**config.mk**
```make
export PLATFORM = sky130hd
export DESIGN_NAME = mdl_vec
export DESIGN_NICKNAME = d
export VERILOG_FILES = /design/src/rtl/mdl_pkg.sv /design/src/rtl/mdl_vec.sv
export SDC_FILE = /design/constraint.sdc
export NUM_CORES = 2
export LEC_CHECK = 0
export BUFFER_PORTS_ARGS = -buffer_cell sky130_fd_sc_hd__buf_4
export CORE_MARGIN = 2
export CORE_UTILIZATION = 40
export DETAILED_ROUTE_END_ITERATION = 7
export PLACE_DENSITY = 0.68
export SLEW_MARGIN = 10
export SYNTH_ARGS = -nofsm -noshare
export SYNTH_HDL_FRONTEND = slang
export SYNTH_SLANG_ARGS = --single-unit
```
**constraint.sdc**
```tcl
create_clock -name clk -period 6.8 [get_ports clk]
set_input_delay 0.34 -clock clk [delete_from_list [all_inputs] [get_ports clk]]
set_output_delay 0.34 -clock clk [all_outputs]
set_load 0.01 [all_outputs]
```
**src/rtl/mdl_pkg.sv**
```systemverilog
// Shared constants, tables and types of the monthly day length pipeline.
package mdl_pkg;

  localparam int CORDIC_STAGES = 16;
  localparam int OUT_FRAC_BITS = 10;
  localparam int ROUND_SH      = 58 - OUT_FRAC_BITS;

  localparam logic signed [14:0] LAT_LIMIT   = 15'sd9000;
  localparam logic signed [18:0] RAD_Q30     = 19'sd187403;
  localparam logic signed [32:0] INV_GAIN    = 33'sd652032874;
  localparam logic signed [33:0] HALF_PI_Q30 = 34'sd1686629713;
  localparam logic signed [33:0] PI_Q30      = 34'sd3373259426;
  localparam logic [31:0]        HOURS_Q28   = 32'd2050695827;
  localparam logic [63:0]        FULL_DAY    = 64'd24 << OUT_FRAC_BITS;
  localparam logic [63:0]        ROUND_HALF  = 64'd1 << (ROUND_SH - 1);

  // Tangent of the declination on the first day of each month, Q16.
  localparam logic signed [16:0] TAN_DECL [12] = '{
    -17'sd26759, -17'sd18900, -17'sd7183,  17'sd6741,   17'sd18900,  17'sd26759,
     17'sd26826,  17'sd19074,  17'sd6519, -17'sd6962,  -17'sd19420, -17'sd26955
  };

  localparam logic [31:0] ATAN_TBL [32] = '{
    32'd843314856, 32'd497837829, 32'd263043836, 32'd133525158, 32'd67021686,
    32'd33543515, 32'd16775850, 32'd8388437, 32'd4194282, 32'd2097149,
    32'd1048575, 32'd524287, 32'd262143, 32'd131071, 32'd65535, 32'd32767,
    32'd16383, 32'd8191, 32'd4095, 32'd2047, 32'd1024, 32'd511, 32'd255,
    32'd127, 32'd64, 32'd31, 32'd15, 32'd7, 32'd4, 32'd1, 32'd1, 32'd0
  };

  typedef logic [1:0] pol_t;
  localparam pol_t POL_NONE  = 2'd0;
  localparam pol_t POL_DAY   = 2'd1;
  localparam pol_t POL_NIGHT = 2'd2;

  typedef struct packed {
    pol_t               pol;
    logic signed [33:0] p;
  } sq_side_t;

endpackage

```
**src/rtl/mdl_vec.sv**
```systemverilog
// Pipelined vectoring CORDIC giving the hour angle from (-p, root).
module mdl_vec
  import mdl_pkg::*;
(
  input  logic               clk,
  input  logic               rst_n,
  input  logic               en,
  input  logic               in_valid,
  input  logic [30:0]        in_root,
  input  sq_side_t           in_side,
  output logic               out_valid,
  output logic signed [33:0] out_z,
  output pol_t               out_pol
);

  logic               v_r   [CORDIC_STAGES];
  logic signed [33:0] x_r   [CORDIC_STAGES];
  logic signed [33:0] y_r   [CORDIC_STAGES];
  logic signed [33:0] z_r   [CORDIC_STAGES];
  pol_t               pol_r [CORDIC_STAGES];

  // Start vector: (-p, root), pre-rotated by a quarter turn when -p is negative.
  logic signed [33:0] x0, y0, z0;
  always_comb begin
    if (in_side.p > 34'sd0) begin
      x0 = $signed({3'b000, in_root});
      y0 = in_side.p;
      z0 = HALF_PI_Q30;
    end else begin
      x0 = -in_side.p;
      y0 = $signed({3'b000, in_root});
      z0 = '0;
    end
  end

  for (genvar i = 0; i < CORDIC_STAGES; i++) begin : g_stage
    localparam logic signed [33:0] ATAN = $signed({2'b00, ATAN_TBL[i]});
    logic               v_in;
    logic signed [33:0] x_in, y_in, z_in;
    pol_t               pol_in;
    logic signed [33:0] x_nxt, y_nxt, z_nxt;

    if (i == 0) begin : g_first
      assign v_in   = in_valid;
      assign x_in   = x0;
      assign y_in   = y0;
      assign z_in   = z0;
      assign pol_in = in_side.pol;
    end else begin : g_next
      assign v_in   = v_r[i-1];
      assign x_in   = x_r[i-1];
      assign y_in   = y_r[i-1];
      assign z_in   = z_r[i-1];
      assign pol_in = pol_r[i-1];
    end

    always_comb begin
      if (y_in > 34'sd0) begin
        x_nxt = x_in + (y_in >>> i);
        y_nxt = y_in - (x_in >>> i);
        z_nxt = z_in + ATAN;
      end else begin
        x_nxt = x_in - (y_in >>> i);
        y_nxt = y_in + (x_in >>> i);
        z_nxt = z_in - ATAN;
      end
    end

    always_ff @(posedge clk) begin
      if (!rst_n) begin
        v_r[i] <= 1'b0;
      end else if (en) begin
        v_r[i] <= v_in;
      end
    end

    always_ff @(posedge clk) begin
      if (en) begin
        x_r[i]   <= x_nxt;
        y_r[i]   <= y_nxt;
        z_r[i]   <= z_nxt;
        pol_r[i] <= pol_in;
      end
    end
  end

  assign out_valid = v_r[CORDIC_STAGES-1];
  assign out_z     = z_r[CORDIC_STAGES-1];
  assign out_pol   = pol_r[CORDIC_STAGES-1];

endmodule

```
==> results.json <==
{
  "fin_nets": 15700,
  "required_ps": 7400,
  "fmax_mhz": 150,
  "ys.flop_type": "edfxtp_1",
  "seq_area_frac_synth": 0.352,
  "synth_edf_count": 1534,
  "finalClockSkew_ps": 93.8,
  "hold_path_depth": 5,
  "grt_antenna_before_repair": 4,
  "io_pins": 108,
  "min_from": "in_root[1]",
  "max_stage_delay_ps": 550,
  "clkLatencyLatePin_ps": 930,
  "grt_pass1_vias": 98700,
  "hold_viol_final": 0,
  "crit_path_max_fanout": 14,
  "firstDrtPassIters": 6,
  "place.gp.congestion": 0.936,
  "met3_length_um": 16800,
  "async_flop_share": 0,
  "clk_path_buf_depth": 4,
  "grt_pass1_wl_um": 534000,
  "synthMuxAreaShare": 0.00649,
  "slew_headroom": 0.253,
  "cts_tree": "built",
  "min_period_ps": 6660,
  "path_clk_slew_ps": 60,
  "finalCritPeriodShare": 0.979,
  "slowest_stage": "or4_4",
  "worst_pin_slew_ps": 1110,
  "highest_layer": "met4",
  "synth_compound_area_frac": 0.204,
  "drt-total-wl_um": 339000,
  "wl_per_cell_um": 18.2,
  "rsz0062_at_grt": "true",
  "nFillCells": 31000,
  "die_y_um": 576,
  "status": "finished clean",
  "dp_hpwl_um": 270000,
  "rr_startpoint": "y_r[0][84]",
  "fin_tns_setup_ps": 0,
  "grtUsageTotal": 0.197,
  "synth_cell_types": 85,
  "worstPathArrival_ps": 7250,
  "die_x_um": 576,
  "via_per_inst": 5.55,
  "area_growth_pct": 11.4,
  "synth_simple_gate_area_share": 0.132,
  "crit_type": "register to register",
  "worstSetupEndpointType": "register",
  "cts_sinks": 1535,
  "initial_core_util": 0.403,
  "numCtsBuffers": 189,
  "critPathLaunchType": "register",
  "wl_met1_um": 148000,
  "worst_path_most_repeated_cell": "or3_4",
  "hold_class": "input port to register",
  "portBuffers": 107,
  "synth_xor_area_frac": 0.132,
  "wl_met2_um": 159000,
  "drv_cap": 0,
  "drive_gt1_frac": 0.0662,
  "worstPathCellList": "or4_4 -> or3_4 -> or3_4 -> or3_4 -> or3_4 -> or4_4 -> or3_4 -> nor2b_4 -> buf_4 -> buf_4 -> buf_8 -> ha_1 -> buf_4 -> and3_1 -> and3_4 -> a2111oi_4 -> buf_4 -> nor2_1 -> a41o_1 -> a21o_1 -> o41a_1 -> a21o_1 -> a21oi_2 -> xnor2_1",
  "synth_area_mm2": 0.131,
  "grt_overflow_total": 0,
  "core_area_mm2": 0.325,
  "syn_nets": 15300,
  "regToRegSetupSlack_ps": 140,
  "syn_avg_cell_area_um2": 9.54,
  "die_area_mm2": 0.332,
  "synth_top_family_by_area": "compound AO/OA/AOI/OAI gates",
  "drv_slew": 0,
  "drt_iter0_markers": 7123,
  "clockRootBuffer": "clkbuf_16",
  "hold_end": "x_r[0][1]",
  "syn_inst": 13700,
  "r2r_cells": 24,
  "vias": 103000,
  "rows": 209,
  "h-tree-depth": 4,
  "ys_warn_count": 0,
  "synthAdderAreaFrac": 0.148,
  "ant_nets": 0,
  "reg2reg_to": "z_r[0][134]",
  "setup_viol": 0,
  "drc": 0,
  "ys_seq_elements": 1535,
  "grt_max_degree": 170
}
worst max path at each step:
stage	startpoint	end	slack, ps
2_1_floorplan	y_r[0][83]	z_r[0][135]	30
6_report	y_r[0][84]	z_r[0][134]	140
4_1_cts	y_r[0][83]	x_r[0][132]	9
5_1_grt	y_r[0][84]	y_r[0][134]	-130
3_3_place_gp	y_r[0][83]	x_r[0][135]	-80
3_5_place_dp	y_r[0][83]	x_r[0][131]	-170
flip-flops by register name, indices dropped and copies added (netlist names):
name,flops
z_r,516
y_r,509
v_r,16
pol_r,32
x_r,462
final cells by class:
type | instances | area [um2] | share of cell area
multi-input combinational | 11300 | 81800 | 0.562
sequential | 1535 | 46100 | 0.316
tap | 4325 | 5410 | 0.0371
clock buffer | 214 | 4890 | 0.0335
timing repair buffer | 439 | 3520 | 0.0242
inverter | 684 | 2580 | 0.0177
clock inverter | 133 | 1340 | 0.00919
antenna | 4 | 10.0 | 0.0000687
layer usage:
metal | up-vias | global-route usage
met5 | - | 0
met4 | 0 | 0.0864
met3 | 656 | 0.0228
met2 | 2473 | 0.336
met1 | 48500 | 0.252
li1 | 51800 | -
cells in the mapped netlist (26+ instances only):
library cell | count | area [um2]
a31oi_1 | 93 | 582
and3_1 | 132 | 826
nor2b_1 | 172 | 1080
nand2b_1 | 221 | 1380
a21oi_1 | 1304 | 6530
o21ai_0 | 789 | 3950
or2_2 | 58 | 363
clkbuf_1 | 156 | 586
o41ai_1 | 94 | 823
or4_1 | 76 | 571
mux2i_1 | 51 | 510
o31ai_1 | 171 | 1280
nor3_1 | 306 | 1530
a211o_1 | 37 | 324
a21o_1 | 706 | 5300
a211oi_1 | 91 | 683
o31a_1 | 31 | 272
or3_1 | 124 | 776
nor4_1 | 130 | 813
inv_1 | 675 | 2530
ha_1 | 1474 | 18400
mux2_2 | 30 | 338
nand2_1 | 784 | 2940
buf_1 | 27 | 101
o211ai_1 | 44 | 330
o21bai_1 | 232 | 1740
o21a_1 | 201 | 1510
nor2_1 | 1072 | 4020
xor2_1 | 598 | 5240
a2111oi_0 | 43 | 377
fa_1 | 43 | 861
edfxtp_1 | 1534 | 46100
o2111ai_1 | 26 | 228
a41oi_1 | 37 | 324
nand4_1 | 95 | 594
xnor2_1 | 1368 | 12000
nand3_1 | 222 | 1110
a21boi_0 | 43 | 323
and2_1 | 58 | 363
worst max-delay path, delay by kind of cell, from the launching register on:
kind | cells | cell delay, ps
xor+xnor | 1 | 70
compound gates | 6 | 1480
fa+ha+maj | 1 | 290
flops | 1 | 380
simple gates | 11 | 3350
buf+inv | 5 | 780
timing repair:
item,4_1_cts,5_1_grt
hold buffers,9,0
endpoints found under the hold margin,31,0
resized for setup,18,78
pin swaps,12,35
gates cloned,0,1
setup buffers,3,16
setup endpoints to repair,10,80
cells by family (layout without fill, tap and decap cells):
family | count (synthesis) | in the layout
and+or+nand+nor | 3555 | 3556
xor gates and xnor gates | 1966 | 1966
muxes | 81 | 81
AOI/OAI and AO/OA | 4173 | 4173
other | 0 | 4
adders and majority gates | 1517 | 1517
DFF | 1535 | 1535
buffers and inverters | 877 | 1470
stage by stage:
stage / hold slack, ps / utilization / instances / setup WS [ps] / instance area [um2]
after floorplan: 400 / - / 13700 / 29.7 / 131000
after global placement: 402 / 0.427 / 18200 / -83.2 / 139000
after detailed placement: 406 / 0.427 / 18200 / -166 / 139000
after CTS: 136 / 0.447 / 18600 / 9.41 / 145000
after global routing: 193 / 0.449 / 18600 / -135 / 146000
final: 187 / 0.449 / 18600 / 144 / 146000
layout by cell type, fill, tap and decap left out, types with 221 or more instances in the layout:
master | synthesis | routed
xnor2_1 | 1368 | 1368
nor2_1 | 1072 | 1059
inv_1 | 675 | 672
xor2_1 | 598 | 598
a21oi_1 | 1304 | 1289
a21o_1 | 706 | 706
o21ai_0 | 789 | 775
buf_4 | 0 | 413
nand2b_1 | 221 | 221
nand2_1 | 784 | 783
nor3_1 | 306 | 298
o21bai_1 | 232 | 232
ha_1 | 1474 | 1472
edfxtp_1 | 1534 | 1534
Power is left out: the tool's default activity adds up to more than one toggle a clock period on the data nets, which glitch-free logic cannot reach.
